$ cat src/design/assert_macros.svh
// Assertion macros for the Playfair digraph encryptor.
// Included by RTL files that carry concurrent checks; no other dependencies.
`ifndef ASSERT_MACROS_SVH
`define ASSERT_MACROS_SVH

`ifndef SYNTHESIS

// Check a property at every rising clock edge outside reset.
`define ASSERT_CLK(label, clk, rst, prop, msg) \
   label: assert property (@(posedge clk) disable iff (rst) (prop)) else $error(msg);

// Check that a condition is followed by a consequence in the next cycle.
`define ASSERT_NEXT(label, clk, rst, ante, cons, msg) \
   label: assert property (@(posedge clk) disable iff (rst) (ante) |=> (cons)) else $error(msg);

`else

`define ASSERT_CLK(label, clk, rst, prop, msg)
`define ASSERT_NEXT(label, clk, rst, ante, cons, msg)

`endif

`endif

$ cat src/design/pf_pkg.sv
// Shared constants, types and helpers for the Playfair digraph encryptor.
// No dependencies.
`timescale 1ns / 1ps

package pf_pkg;

   localparam int LETTER_W          = 5;
   localparam int GRID_SIZE_DEFAULT = 5;
   localparam int CELL_COUNT        = 25;
   localparam int CELLS_PER_WORD    = 10;
   localparam int WIDE_W            = 50;
   localparam int BOTTOM_W          = 25;
   localparam int CSR_DATA_W        = 50;
   localparam int CSR_INDEX_W       = 2;

   localparam logic [LETTER_W-1:0] LETTER_I     = 5'd8;
   localparam logic [LETTER_W-1:0] LETTER_J     = 5'd9;
   localparam logic [LETTER_W-1:0] LETTER_MAX   = 5'd25;
   localparam logic [LETTER_W-1:0] FILLER_RESET = 5'd23;

   localparam logic OP_LETTER = 1'b0;
   localparam logic OP_FLUSH  = 1'b1;

   localparam logic [CSR_INDEX_W-1:0] CSR_ROWS_UPPER  = 2'd0;
   localparam logic [CSR_INDEX_W-1:0] CSR_ROWS_MIDDLE = 2'd1;
   localparam logic [CSR_INDEX_W-1:0] CSR_ROW_BOTTOM  = 2'd2;
   localparam logic [CSR_INDEX_W-1:0] CSR_FILLER      = 2'd3;

   typedef struct packed {
      logic [LETTER_W-1:0] first;
      logic [LETTER_W-1:0] second;
      logic                padded;
   } pair_type;

   // J folds onto I.
   function automatic logic [LETTER_W-1:0] map_letter(input logic [LETTER_W-1:0] v);
      return (v == LETTER_J) ? LETTER_I : v;
   endfunction

endpackage

$ cat src/design/pf_pair.sv
// Digraph former: holds the first letter of a pair and splits doubles.
// Depends on pf_pkg.
`timescale 1ns / 1ps

module pf_pair (
   input  logic                         clock,
   input  logic                         reset,
   input  logic                         accept,
   input  logic                         op,
   input  logic [pf_pkg::LETTER_W-1:0]  letter,
   input  logic [pf_pkg::LETTER_W-1:0]  filler,
   output logic                         emit,
   output pf_pkg::pair_type             pair,
   output logic                         holding
);

   logic [pf_pkg::LETTER_W-1:0] held_ff, held_in;
   logic                        holding_ff, holding_in;
   logic [pf_pkg::LETTER_W-1:0] fill;
   logic [pf_pkg::LETTER_W-1:0] mapped;

   assign fill    = pf_pkg::map_letter(filler);
   assign mapped  = pf_pkg::map_letter(letter);
   assign holding = holding_ff;

   always_comb begin
      held_in     = held_ff;
      holding_in  = holding_ff;
      emit        = 1'b0;
      pair.first  = held_ff;
      pair.second = fill;
      pair.padded = 1'b1;
      case (op)
         pf_pkg::OP_FLUSH: begin
            // pad a lone held letter
            emit       = holding_ff;
            holding_in = 1'b0;
         end
         pf_pkg::OP_LETTER: begin
            if (letter <= pf_pkg::LETTER_MAX) begin
               if (!holding_ff) begin
                  held_in    = mapped;
                  holding_in = 1'b1;
               end else if (mapped == held_ff) begin
                  // split the double, keep the new letter held
                  emit    = 1'b1;
                  held_in = mapped;
               end else begin
                  emit        = 1'b1;
                  pair.second = mapped;
                  pair.padded = 1'b0;
                  holding_in  = 1'b0;
               end
            end
         end
         default: begin
            emit = 1'b0;
         end
      endcase
   end

   always_ff @(posedge clock) begin
      if (reset) begin
         held_ff    <= '0;
         holding_ff <= 1'b0;
      end else if (accept) begin
         held_ff    <= held_in;
         holding_ff <= holding_in;
      end
   end

endmodule

$ cat src/design/pf_lookup.sv
// Key square lookup: locates both letters and applies the Playfair rules.
// Depends on pf_pkg.
`timescale 1ns / 1ps

module pf_lookup #(
   parameter int GRID_SIZE = pf_pkg::GRID_SIZE_DEFAULT
) (
   input  pf_pkg::pair_type              pair,
   input  logic [pf_pkg::WIDE_W-1:0]     square_upper,
   input  logic [pf_pkg::WIDE_W-1:0]     square_middle,
   input  logic [pf_pkg::BOTTOM_W-1:0]   square_bottom,
   output logic [pf_pkg::LETTER_W-1:0]   cipher_first,
   output logic [pf_pkg::LETTER_W-1:0]   cipher_second,
   output logic                          padded
);

   localparam int POS_W = $clog2(GRID_SIZE);
   localparam logic [POS_W-1:0] LAST_POS = POS_W'(GRID_SIZE - 1);

   typedef logic [pf_pkg::LETTER_W-1:0] grid_type [GRID_SIZE][GRID_SIZE];

   typedef struct packed {
      logic [POS_W-1:0] row;
      logic [POS_W-1:0] col;
   } pos_type;

   grid_type grid;
   pos_type  pos_a, pos_b;
   logic [POS_W-1:0] next_col_a, next_col_b, next_row_a, next_row_b;

   // last match in row-major order wins; no match sits at row 0, column 0
   function automatic pos_type locate(input grid_type g,
                                      input logic [pf_pkg::LETTER_W-1:0] v);
      pos_type p;
      p = '0;
      for (int r = 0; r < GRID_SIZE; r++) begin
         for (int c = 0; c < GRID_SIZE; c++) begin
            if (g[r][c] == v) begin
               p.row = POS_W'(r);
               p.col = POS_W'(c);
            end
         end
      end
      return p;
   endfunction

   function automatic logic [POS_W-1:0] next_pos(input logic [POS_W-1:0] p);
      return (p == LAST_POS) ? '0 : p + POS_W'(1);
   endfunction

   // unpack the key square; cells past the held ones read as zero
   always_comb begin
      int k;
      for (int r = 0; r < GRID_SIZE; r++) begin
         for (int c = 0; c < GRID_SIZE; c++) begin
            k = r * GRID_SIZE + c;
            if (k < pf_pkg::CELLS_PER_WORD) begin
               grid[r][c] = square_upper[pf_pkg::LETTER_W*k +: pf_pkg::LETTER_W];
            end else if (k < 2 * pf_pkg::CELLS_PER_WORD) begin
               grid[r][c] = square_middle[pf_pkg::LETTER_W*(k - pf_pkg::CELLS_PER_WORD)
                                          +: pf_pkg::LETTER_W];
            end else if (k < pf_pkg::CELL_COUNT) begin
               grid[r][c] = square_bottom[pf_pkg::LETTER_W*(k - 2 * pf_pkg::CELLS_PER_WORD)
                                          +: pf_pkg::LETTER_W];
            end else begin
               grid[r][c] = '0;
            end
         end
      end
   end

   assign pos_a      = locate(grid, pair.first);
   assign pos_b      = locate(grid, pair.second);
   assign next_col_a = next_pos(pos_a.col);
   assign next_col_b = next_pos(pos_b.col);
   assign next_row_a = next_pos(pos_a.row);
   assign next_row_b = next_pos(pos_b.row);
   assign padded     = pair.padded;

   always_comb begin
      if (pos_a.row == pos_b.row) begin
         cipher_first  = grid[pos_a.row][next_col_a];
         cipher_second = grid[pos_b.row][next_col_b];
      end else if (pos_a.col == pos_b.col) begin
         cipher_first  = grid[next_row_a][pos_a.col];
         cipher_second = grid[next_row_b][pos_b.col];
      end else begin
         // rectangle: own row, partner's column
         cipher_first  = grid[pos_a.row][pos_b.col];
         cipher_second = grid[pos_b.row][pos_a.col];
      end
   end

endmodule

$ cat src/design/playfair_digraph_encrypt.sv
// Playfair digraph encryptor, top level: config registers and pipeline control.
// Depends on pf_pkg, pf_pair, pf_lookup and assert_macros.svh.
`timescale 1ns / 1ps
`include "assert_macros.svh"

// Takes one letter or flush beat per cycle, sustained, as long as the result
// side keeps up. A beat that completes a digraph reaches the rsp_ channel by
// way of the pairing register and then the result register: the held letter
// is matched against the new one as the beat is taken and the pair loads the
// pairing register, then the lookup stage, where parallel comparators find
// both letters in the key square, feeds the result register once it is free.
// The rate is set by that lookup stage, one pair per cycle when not stalled.
// Key square and filler must be written while the block is idle.
module playfair_digraph_encrypt #(
   parameter int GRID_SIZE = pf_pkg::GRID_SIZE_DEFAULT
) (
   input  logic                            clock,
   input  logic                            reset,
   input  logic                            req_valid,
   output logic                            req_stall,
   input  logic                            req_op,
   input  logic [pf_pkg::LETTER_W-1:0]     req_letter,
   output logic                            rsp_valid,
   input  logic                            rsp_stall,
   output logic [pf_pkg::LETTER_W-1:0]     rsp_cipher_first,
   output logic [pf_pkg::LETTER_W-1:0]     rsp_cipher_second,
   output logic                            rsp_padded,
   input  logic                            csr_write_enable,
   input  logic [pf_pkg::CSR_INDEX_W-1:0]  csr_index,
   input  logic [pf_pkg::CSR_DATA_W-1:0]   csr_write_data
);

   logic [pf_pkg::WIDE_W-1:0]   upper_ff, middle_ff;
   logic [pf_pkg::BOTTOM_W-1:0] bottom_ff;
   logic [pf_pkg::LETTER_W-1:0] filler_ff;

   logic                 s1_valid_ff, s1_valid_in;
   pf_pkg::pair_type     s1_pair_ff;
   logic                 rsp_valid_ff, rsp_valid_in;
   logic [pf_pkg::LETTER_W-1:0] rsp_first_ff, rsp_second_ff;
   logic                 rsp_padded_ff;

   logic                 req_accept, out_free, s1_move;
   logic                 emit, holding;
   pf_pkg::pair_type     pair;
   logic [pf_pkg::LETTER_W-1:0] lk_first, lk_second;
   logic                 lk_padded;
   logic                 flush_beat, first_beat, rsp_drain;

   assign out_free   = !rsp_valid_ff || !rsp_stall;
   assign s1_move    = s1_valid_ff && out_free;
   assign req_stall  = s1_valid_ff && !out_free;
   assign req_accept = req_valid && !req_stall;

   always_ff @(posedge clock) begin
      if (reset) begin
         upper_ff  <= '0;
         middle_ff <= '0;
         bottom_ff <= '0;
         filler_ff <= pf_pkg::FILLER_RESET;
      end else if (csr_write_enable) begin
         case (csr_index)
            pf_pkg::CSR_ROWS_UPPER:  upper_ff  <= csr_write_data[pf_pkg::WIDE_W-1:0];
            pf_pkg::CSR_ROWS_MIDDLE: middle_ff <= csr_write_data[pf_pkg::WIDE_W-1:0];
            pf_pkg::CSR_ROW_BOTTOM:  bottom_ff <= csr_write_data[pf_pkg::BOTTOM_W-1:0];
            pf_pkg::CSR_FILLER:      filler_ff <= csr_write_data[pf_pkg::LETTER_W-1:0];
            default: begin
               filler_ff <= filler_ff;
            end
         endcase
      end
   end

   pf_pair u_pair (
      .clock   (clock),
      .reset   (reset),
      .accept  (req_accept),
      .op      (req_op),
      .letter  (req_letter),
      .filler  (filler_ff),
      .emit    (emit),
      .pair    (pair),
      .holding (holding)
   );

   pf_lookup #(
      .GRID_SIZE (GRID_SIZE)
   ) u_lookup (
      .pair          (s1_pair_ff),
      .square_upper  (upper_ff),
      .square_middle (middle_ff),
      .square_bottom (bottom_ff),
      .cipher_first  (lk_first),
      .cipher_second (lk_second),
      .padded        (lk_padded)
   );

   always_comb begin
      // a beat that forms a pair loads the pairing register
      if (req_accept && emit) begin
         s1_valid_in = 1'b1;
      end else if (s1_move) begin
         s1_valid_in = 1'b0;
      end else begin
         s1_valid_in = s1_valid_ff;
      end
      if (s1_move) begin
         rsp_valid_in = 1'b1;
      end else if (rsp_valid_ff && !rsp_stall) begin
         rsp_valid_in = 1'b0;
      end else begin
         rsp_valid_in = rsp_valid_ff;
      end
   end

   always_ff @(posedge clock) begin
      if (reset) begin
         s1_valid_ff  <= 1'b0;
         rsp_valid_ff <= 1'b0;
      end else begin
         s1_valid_ff  <= s1_valid_in;
         rsp_valid_ff <= rsp_valid_in;
      end
   end

   always_ff @(posedge clock) begin
      if (req_accept && emit) begin
         s1_pair_ff <= pair;
      end
      if (s1_move) begin
         rsp_first_ff  <= lk_first;
         rsp_second_ff <= lk_second;
         rsp_padded_ff <= lk_padded;
      end
   end

   assign rsp_valid         = rsp_valid_ff;
   assign rsp_cipher_first  = rsp_first_ff;
   assign rsp_cipher_second = rsp_second_ff;
   assign rsp_padded        = rsp_padded_ff;

   assign flush_beat = req_accept && req_op == pf_pkg::OP_FLUSH;
   assign first_beat = req_accept && req_op == pf_pkg::OP_LETTER
                       && req_letter <= pf_pkg::LETTER_MAX && !holding;
   assign rsp_drain  = rsp_valid_ff && !rsp_stall && !s1_valid_ff;

   `ASSERT_NEXT(a_flush_drops_held, clock, reset, flush_beat, !holding, "flush left a letter held")
   `ASSERT_NEXT(a_first_letter_held, clock, reset, first_beat, holding, "first letter not held")
   `ASSERT_NEXT(a_blocked_pair_kept, clock, reset, req_stall, s1_valid_ff, "pending pair lost")
   `ASSERT_NEXT(a_result_drains, clock, reset, rsp_drain, !rsp_valid_ff, "result repeated")

endmodule

$ cat config.mk
export PLATFORM = sky130hd
export DESIGN_NAME = playfair_digraph_encrypt
export DESIGN_NICKNAME = d
export VERILOG_FILES = /design/src/design/pf_pkg.sv /design/src/design/pf_pair.sv /design/src/design/pf_lookup.sv /design/src/design/playfair_digraph_encrypt.sv
export VERILOG_INCLUDE_DIRS = /design/src /design/src/design
export SDC_FILE = /design/constraint.sdc
export NUM_CORES = 1
export LEC_CHECK = 0
export ABC_AREA = 1
export BUFFER_PORTS_ARGS = -buffer_cell sky130_fd_sc_hd__buf_2
export CORE_MARGIN = 4
export CORE_UTILIZATION = 50
export DETAILED_ROUTE_END_ITERATION = 16
export PLACE_DENSITY = 0.67
export SYNTH_ARGS = -nofsm -noshare
export SYNTH_HDL_FRONTEND = slang
export SYNTH_SLANG_ARGS = --single-unit
$ cat constraint.sdc
create_clock -name clock -period 5.2 [get_ports clock]
set_clock_uncertainty 0.1 [all_clocks]
set_input_delay 0.26 -clock clock [delete_from_list [all_inputs] [get_ports clock]]
set_output_delay 0.26 -clock clock [all_outputs]
set_load 0.01 [all_outputs]
Word-level counts from Yosys, hierarchy flattened
Index checks and enable logic that the tools add are counted.
Word-level totals
  register bits after elaboration: 160
  input port bits: 63
  output and inout port bits: 13
Cells by class
  add/subtract/negate cells: 4
  magnitude comparators: 9
  equal/unequal tests: 62
  mux-type cells: 105
  bitwise gates (word level): 11
  reductions and logical operators: 20
Operators with widths (number)
  binary-select mux 25 bit (select 3 bit): 4
  equality test 5 bit: 49
  two-way mux 25 bit: 8
  two-way mux 5 bit: 40
  binary-select mux 5 bit (select 3 bit): 6
  two-way mux 6 bit: 14
  two-way mux 4 bit: 10
  >= comparator 4 bit (second input constant): 8
  inverter 3 -> 4 bit: 8
  two-way mux 3 bit: 6
  adder 3 x 1 -> 3 bit (second input constant): 4
  equality test 3 bit (second input constant): 4
  two-way mux 1 bit: 11
  equality test 5 x 4 -> 1 bit (second input constant): 2
  AND reduction 2 bit: 5
  two-way mux 2 bit: 4
  equality test 3 bit: 2
  <= comparator 5 bit (second input constant): 1
  logical AND 1 bit: 5
  equality test 2 bit (second input constant): 2
  zero test 1 bit: 4
  case mux 1 bit (2 select lines): 2
  AND reduction 4 bit: 1
  nonzero test 2 bit: 2
  other kinds (7): 9

Longest topological paths before layout
Gate-level depths: netlist of run 1.
  depth in word-level cells: 36
  gate-level depth with buffers: 38
  depth with buffers taken out: 34

Cells and area by module
From an unflattened synthesis of run 1, not the netlist that was laid out.
Unflattened totals
  cells, all modules: 2922
  area, all modules: 17048.9 um^2
Modules (own cells, without submodules)
  pf_lookup: instances 1, cells each 1964, area each 10298.6 um^2, seq. area each 0.0 um^2
  playfair_digraph_encrypt: instances 1, cells each 869, area each 6227.2 um^2, seq. area each 3303.2 um^2
  pf_pair: instances 1, cells each 89, area each 523.0 um^2, seq. area each 120.1 um^2

Worst setup path after synthesis of run 1
Ideal clock, no wire load.
  kind: flip-flop to flip-flop
  start: register s1_pair_ff[8] (netlist bit)
  end: register rsp_first_ff, in the netlist rsp_cipher_first[4], data pin
  setup time: 0.253 ns
  arrival time: 3.483 ns
  slack: 1.364 ns
  cell stages (with the launch flop): 27
  period minus slack after synthesis: 3.836 ns
  cell sequence: edfxtp_1 buf_6 buf_6 buf_8 xor2_1 nor4_2 nor2_1 nand2_2 nor2_4 nand2_2 nand2_4 inv_4 buf_2 ha_1 clkbuf_1 inv_1 clkbuf_1 buf_1 o211ai_1 a31oi_1 a21oi_1 nand2_1 nand2_1 nand2_1 nand2_1 nand3_1 nand2_1
On the way
  cells in the longest elaborated chain, start to end: 32
  elaborated cells on any way between the ends: 77
  those cells by class: add/sub (2); eq/ne (28); mux (43); bitwise (4)
RTL lines
  from (decl): line playfair_digraph_encrypt.sv:38  | pf_pkg::pair_type s1_pair_ff;
  from (signal assigned): line playfair_digraph_encrypt.sv:128  | s1_pair_ff <= pair;
  equality test 5 bit: line pf_lookup.sv:38  | if (g[r][c] == v) begin
  two-way mux 4 bit / two-way mux 1 bit (equally long branches): line pf_lookup.sv:38
  two-way mux 4 bit / two-way mux 2 bit (equally long branches) (2 in series): line pf_lookup.sv:38
  two-way mux 4 bit / two-way mux 3 bit (equally long branches): line pf_lookup.sv:38
  two-way mux 4 bit: line pf_lookup.sv:38
  two-way mux 5 bit / two-way mux 4 bit (equally long branches) (4 in series): line pf_lookup.sv:38
  two-way mux 5 bit (6 in series): line pf_lookup.sv:38
  two-way mux 6 bit / two-way mux 5 bit (equally long branches) (4 in series): line pf_lookup.sv:38
  [5 not listed]
  two-way mux 25 bit (implied by the code), or another cell as far along: line pf_lookup.sv:85  | cipher_first = grid[next_row_a][pos_a.col];
  two-way mux 25 bit (implied by the code) / two-way mux 3 bit (equally long branches): line pf_lookup.sv:85, pf_lookup.sv:48
  binary-select mux 5 bit (select 3 bit) / inverter 3 -> 4 bit (equally long branches): line pf_lookup.sv:85, pf_lookup.sv:82
  two-way mux 5 bit (implied by the code) / binary-select mux 5 bit (select 3 bit) (equally long branches): line pf_lookup.sv:85, pf_lookup.sv:82
  two-way mux 5 bit (on tied branches): line pf_lookup.sv:85, pf_lookup.sv:82
  two-way mux 5 bit (on tied branches): line pf_lookup.sv:84, pf_lookup.sv:82
  two-way mux 5 bit (*): line pf_lookup.sv:81  | if (pos_a.row == pos_b.row) begin
  named net lk_first (one bit): line playfair_digraph_encrypt.sv:46  | logic [pf_pkg::LETTER_W-1:0] lk_first, lk_second;
  to (signal assigned): line playfair_digraph_encrypt.sv:131  | rsp_first_ff <= lk_first;
  to (decl): line playfair_digraph_encrypt.sv:40  | logic [pf_pkg::LETTER_W-1:0] rsp_first_ff, rsp_second_ff;
The timed path passes the listed nets; every way through them passes the cells marked *. The select of a mux whose other input is x is not followed.
A chain may end at the register's enable or synchronous reset.

Worst setup path after layout of run 1
  start: register s1_pair_ff[1] (netlist bit)
  end: register rsp_second_ff, in the netlist rsp_cipher_second[4], data pin
On the way
  cells in the longest elaborated chain, start to end: 32
  elaborated cells on any way between the ends: 77
  those cells by class: add/sub (2); eq/ne (28); mux (43); bitwise (4)
RTL lines
  equality test 5 bit: line pf_lookup.sv:38
  two-way mux 4 bit / two-way mux 1 bit (equally long branches): line pf_lookup.sv:38
  two-way mux 4 bit / two-way mux 2 bit (equally long branches) (2 in series): line pf_lookup.sv:38
  two-way mux 4 bit / two-way mux 3 bit (equally long branches): line pf_lookup.sv:38
  two-way mux 4 bit: line pf_lookup.sv:38
  two-way mux 5 bit / two-way mux 4 bit (equally long branches) (4 in series): line pf_lookup.sv:38
  two-way mux 5 bit (6 in series): line pf_lookup.sv:38
  two-way mux 6 bit / two-way mux 5 bit (equally long branches) (4 in series): line pf_lookup.sv:38
  [5 not listed]
  two-way mux 25 bit (implied by the code), or another cell as far along: line pf_lookup.sv:86  | cipher_second = grid[next_row_b][pos_b.col];
  two-way mux 25 bit (implied by the code) / two-way mux 3 bit (equally long branches): line pf_lookup.sv:86, pf_lookup.sv:48
  binary-select mux 5 bit (select 3 bit) / inverter 3 -> 4 bit (equally long branches): line pf_lookup.sv:86, pf_lookup.sv:83
  two-way mux 5 bit (implied by the code) / binary-select mux 5 bit (select 3 bit) (equally long branches): line pf_lookup.sv:86, pf_lookup.sv:83
  two-way mux 5 bit (on tied branches): line pf_lookup.sv:86, pf_lookup.sv:83
  two-way mux 5 bit (on tied branches): line pf_lookup.sv:84, pf_lookup.sv:83
  two-way mux 5 bit (*): line pf_lookup.sv:81
  named net lk_second (one bit): line playfair_digraph_encrypt.sv:46
  to (signal assigned): line playfair_digraph_encrypt.sv:132  | rsp_second_ff <= lk_second;
  to (decl): line playfair_digraph_encrypt.sv:40
Marks and branches as above.

==> results of run 1 <==
## routing by layer
| layer | up-vias | wire length (um) |
|---|---|---|
| met5 | - | 44 |
| met4 | 6 | 7180 |
| met3 | 481 | 13900 |
| met2 | 1727 | 33100 |
| met1 | 8752 | 30800 |
| li1 | 8135 | - |
## final timing paths
| path | from | to | slack (ps) | cells past startpoint |
|---|---|---|---|---|
| worst max-delay path | s1_pair_ff[1] | rsp_cipher_second[4] | 120 | 19 |
| worst min register to register | s1_pair_ff[0] | rsp_padded | 320 | 0 |
| worst min-delay path | req_letter[2] | u_pair.held_ff[2] | -3 | 3 |
| worst max register to register | s1_pair_ff[1] | rsp_cipher_second[4] | 120 | 19 |
## repair_timing
item                                    4_1_cts  5_1_grt
endpoints found under the hold margin        27        0
gates resized for setup                       0        4
setup buffers                                 0        1
hold buffers                                 22        0
endpoints found under the setup margin        0        9
## worst max-delay path, cell delays in order (launching register included)
cell	delay (ps)
edfxtp_1	750
buf_4	410
xnor2_1	160
nand2_1	70
nor2_1	260
nor2_1	120
nand3_1	90
nand3_1	90
nand3_1	90
nand2_1	60
a21oi_1	560
o21bai_1	310
nand2_1	170
inv_1	100
ha_2	490
clkinv_1	320
o21ai_1	260
a21oi_1	90
o211ai_1	190
nand2_1	100
## area by class of cell
cell class	instances	area [um^2]	area share
clock inverter	13	141	0.00856
antenna	3	7.51	0.000454
inverter	196	746	0.0451
multi-input combinational	1870	9950	0.603
timing repair buffer	177	1300	0.0785
sequential	160	3420	0.207
clock buffer	19	464	0.0281
tap	390	488	0.0295
## cell families after synthesis
kind of cell	Yosys count	share of synthesized area
simple gates	915	0.262
fa+ha+maj	8	0.00660
compound gates	763	0.280
flops	160	0.226
buf+inv	390	0.120
mux	1	0.000660
xor+xnor	183	0.106
## cells in the final DEF (no fill, tap or decap), drive strengths merged, types with 24 or more instances in the layout
cell and n:
nand2 498, o21ai 358, a21oi 238, nor2 211, inv 194, buf 155
dfxtp 138, nand3 138, xnor2 102, xor2 81, o211ai 70, o22ai 33
a31oi 27, nand4 24
## synthesized netlist by cell type (all sizes together), types with 8 or more instances
cell | count | area share
a21oi | 238 | 0.080
a22oi | 8 | 0.0043
a31oi | 27 | 0.011
buf | 102 | 0.048
clkbuf | 92 | 0.023
clkinv | 8 | 0.0020
dfxtp | 138 | 0.18
edfxtp | 22 | 0.044
ha | 8 | 0.0066
inv | 188 | 0.047
nand2 | 498 | 0.13
nand3 | 138 | 0.046
nand4 | 24 | 0.011
nor2 | 211 | 0.053
nor3 | 22 | 0.0079
nor4 | 11 | 0.0090
o211ai | 70 | 0.035
o21ai | 358 | 0.12
o22ai | 33 | 0.014
xnor2 | 102 | 0.059
xor2 | 81 | 0.047
## per-stage QoR
stage	hold WS [ps]	total power [mW]	instances	worst slack [ps]	cell area, um^2
6_report	-2.66	5.75	2828	119	16500
5_1_grt	8.72	5.94	2826	3.11	16500
4_1_cts	0.130	5.54	2824	215	16500
3_5_place_dp	306	4.20	2770	297	15700
3_3_place_gp	310	4.18	2770	402	15700
2_1_floorplan	229	3.23	2420	1360	15200
## power groups by stage
| stage | registers, mW | logic [mW] | clock network [mW] |
|---|---|---|---|
| 6_report | 1.47 | 2.93 | 1.35 |
| 5_1_grt | 1.46 | 3.08 | 1.40 |
| 4_1_cts | 1.45 | 2.74 | 1.34 |
| 3_5_place_dp | 1.48 | 2.72 | 0 |
| 3_3_place_gp | 1.48 | 2.70 | 0 |
| 2_1_floorplan | 1.41 | 1.82 | 0 |
## sequential cells by signal (all words and copies together), names as in the netlist, 5 cells and up
signal             count
middle_ff             50
u_pair.held_ff         5
rsp_cipher_second      5
bottom_ff             25
s1_pair_ff            11
rsp_cipher_first       5
filler_ff              5
upper_ff              50
==> metrics.yaml, run 1 <==
grt.met2_usage: 0.704
dr.pass1.iters: 7
power_leakage_nw: 6.91
switching_power_mw: 2.86
synth_edf_count: 22
status: "finished with violations"
rows: 63
netlist_area_um2: 15200
powerDensity_nw_per_um2: 348
netSwitchingFraction: 0.498
syn_inst: 2420
grt_pass1_wl_mm: 121
globalplace.congestion: 1.22
startpoint_type: "register"
grt_antenna_before_repair: 5
use_met3: 0.211
dp_hpwl_mm: 62.9
io_pins: 76
hp-class: "primary input to register"
dieArea_um2: 33200
rsz0062_at_grt: "no"
top_usage_layer: "met2"
drv_cap: 0
ys_warn_count: 0
grt_pass1_vias: 17300
ys.flop_type: "dfxtp_1"
vias_per_cell: 6.75
grt_use_met1: 0.632
fp.dieW_um: 182
cts_sinks: 160
initial_core_util: 0.509
ant_nets: 0
numCtsBuffers: 17
max-slew-margin-rel: 0.320
fin_util: 0.554
clockPowerShare: 0.234
yosysUniqueCellTypes: 63
grt_max_degree: 98
synth_seq_cells: 160
p_seq_frac: 0.256
grtUsageTotal: 0.500
clockRootBuffer: "clkbuf_16"
fin_nets: 2493
wire_per_inst_um: 30.0
violations: "negative hold slack"
port_buffers: 75
globalRoute.totalOverflow: 0
drcViolationCount: 0
area_delta_synth_final_pct: 8.89
fmax_mhz: 197
drt-initial-drc-count: 3524
synthArstFlopShare: 0
tightest_slew_ps: 1020
p_int_mw: 2.89
clkTransAtPathRegs_ps: 70
combPwrFrac: 0.510
clk-insertion-delay-late_ps: 480
timing.final.hold_violations: 1
arrival_ps: 5210
drive_above_1_share: 0.110
fillers: 2996
routed_wl_mm: 85.0
fin_crit_ps: 5080
htree_levels: 4
ir_drop_mv: 0.305
endpoint_kind: "register"
clk_path_buf_depth: 2
crit_fanout: 14
vias: 19100
core_um2: 29800
critPathKind: "register to register"
holdWs_ps: -2.66
die-height_um: 182
fin_crit_sh: 0.977
slew_violations: 0
synth_area_per_cell_um2: 6.27
setup-tns-final_ps: 0
syn_nets: 2491
synth-seq-area-share: 0.226
cp.required_ps: 5330
cts_tree: "done"
finalSetupViolations: 0
No activity file was read; power rests on OpenSTA's default activity.
==> inputs of run 2 (changes only) <==
--- a/config.mk
+++ b/config.mk
@@ -10,6 +10,7 @@
 export BUFFER_PORTS_ARGS = -buffer_cell sky130_fd_sc_hd__buf_2
 export CORE_MARGIN = 4
 export CORE_UTILIZATION = 50
+export CTS_BUF_LIST = sky130_fd_sc_hd__clkbuf_8
 export DETAILED_ROUTE_END_ITERATION = 16
 export PLACE_DENSITY = 0.67
 export SYNTH_ARGS = -nofsm -noshare
==> run 2 against run 1 <==
  * The flow now finishes without violations
  * Sequential power is essentially flat
  * Non-clock buffer count rose by 29
  * Via count increased by 1.0%
  * Routed wire length increased by 0.51%
==> metrics.yaml, run 2 (synthesis gave the netlist of run 1 again) <==
cts_sinks: 160
final_cell_mix: "nand2_1, o21ai_0, a21oi_1, nor2_1, inv_1"
arrival_ps: 5330
fp.dieW_um: 182
fin_crit_sh: 0.967
cp.required_ps: 5500
crit_fanout: 25
area_delta_synth_final_pct: 9.59
power_leakage_nw: 6.94
hp-start: "csr_write_data[14]"
final_common_cell: "nand2_1"
vias: 19300
routed_wl_mm: 85.4
fin_crit_ps: 5030
post-cts-setup-buffer-count: 0
whs_endpoint: "upper_ff[14]"
initial_core_util: 0.509
clockRootBuffer: "clkbuf_8"
fillers: 2993
tightest_slew_ps: 929
globalplace.congestion: 1.22
globalRoute.totalOverflow: 0
status: "finished, final reports clean"
vias_per_cell: 6.76
drive_above_1_share: 0.108
clk_path_buf_depth: 2
hold_depth: 3
rows: 63
critPathKind: "register to register"
grt_pass1_vias: 17500
max-slew-margin-rel: 0.374
grt_max_degree: 98
setup-tns-final_ps: 0
holdWs_ps: 15.9
grt_antenna_before_repair: 7
wire_per_inst_um: 29.9
crit_chain: "buf_4, xnor2_1, nand3_1, nor3_1, nor2_1, nand2_1, nor2_1, nand2_1, nand2_2, inv_2, ha_1, inv_1, buf_4, o21ai_0, o22ai_1, a22oi_1, nand2_1, nand2_1, nand2_1, nand2_1, nand2_1, nand3_1, nand2_1"
fin_nets: 2522
ant_nets: 0
port_buffers: 75
timing.rr.start: "s1_pair_ff[3]"
largestRegisters: "middle_ff: 50 flops, upper_ff: 50 flops, bottom_ff: 25 flops"
cp_slowest_cell: "nor3_1"
seqCellArea_um2: 3420
io_pins: 76
rsz0062_at_grt: "no"
dp_hpwl_mm: 62.9
dieArea_um2: 33200
clkTransAtPathRegs_ps: 110
grt_pass1_wl_mm: 122
hp-class: "primary input to register"
rr_endpoint: "rsp_cipher_second[4]"
fmax_mhz: 199
clk-insertion-delay-late_ps: 530
slowest_delay_ps: 520
dr.pass1.iters: 7
die-height_um: 182
cp_top_family: "simple AND/OR/NAND/NOR gates"
endpoint_kind: "register"
crit_buf_inv: 4
multi_input_area_um2: 9960
startpoint_type: "register"
ir_drop_mv: 0.263
drcViolationCount: 0
drt-initial-drc-count: 3641
cts_tree: "done"
ff2ff_path_depth: 23
timing.final.hold_violations: 0
core_um2: 29800
r2r_slack_ps: 170
powerDensity_nw_per_um2: 330
numCtsBuffers: 17
htree_levels: 4
drv_cap: 0
slew_violations: 0
finalSetupViolations: 0
grtUsageTotal: 0.501
path_common_cell: "nand2_1"
-- run 2: cell count changes in the layout (fill, tap and decap cells not counted) --
cell and delta:
nor3_2 -1, diode_2 -2, clkbuf_16 -18, buf_4 -1
bufinv_16 +1, clkbuf_8 +17, nor3_1 +1, ha_2 -1
dlygate4sd3_1 +30, ha_4 +1
-- run 2: tightest hold or removal path: stages --
cell,delay [ps]
buf_2,130
o21ai_0,90
a21oi_1,110
-- run 2: final cells by class --
class	instances	area share
clock inverter	14	0.0103
clock buffer	18	0.0149
antenna	1	0.000151
inverter	196	0.0449
multi-input combinational	1870	0.599
sequential	160	0.206
tap	390	0.0293
timing repair buffer	206	0.0956
-- run 2: what timing repair did --
item	4_1_cts	5_1_grt
endpoints found under the hold margin	101	0
hold buffers	52	0
setup endpoints to repair	0	8
resized for setup	0	4
-- run 2: metrics by stage --
| stage | total power, mW | instance area [um^2] | instances | setup WS [ps] | utilization |
|---|---|---|---|---|---|
| 2_1_floorplan | 3.23 | 15200 | 2420 | 1360 | - |
| 3_3_place_gp | 4.18 | 15700 | 2770 | 402 | 0.526 |
| 3_5_place_dp | 4.20 | 15700 | 2770 | 297 | 0.526 |
| 4_1_cts | 5.25 | 16600 | 2854 | 258 | 0.557 |
| 5_1_grt | 5.66 | 16600 | 2855 | 39.7 | 0.558 |
| 6_report | 5.48 | 16600 | 2855 | 169 | 0.558 |
-- run 2: power breakdown --
group	leakage [nW]	internal [mW]	switching, mW
registers	1.33	1.33	0.137
logic	5.40	0.854	2.11
clock network	0.208	0.456	0.590
-- run 2: worst max path at each step --
stage / start / end / depth (start not counted)
after detailed placement: s1_pair_ff[4] / rsp_cipher_second[4] / 31
final: s1_pair_ff[3] / rsp_cipher_second[4] / 23
after floorplan: s1_pair_ff[8] / rsp_cipher_first[4] / 26
after global routing: s1_pair_ff[3] / rsp_cipher_second[4] / 33
after CTS: s1_pair_ff[4] / rsp_cipher_second[4] / 31
after global placement: s1_pair_ff[4] / rsp_cipher_second[4] / 31
-- run 2: metal layers --
metal	vias up	part of all wire	GRT usage
li1	8205	-	-
met1	8848	0.36	0.640
met2	1749	0.39	0.708
met3	482	0.16	0.189
met4	10	0.091	0.313
met5	-	0.0014	0.00741
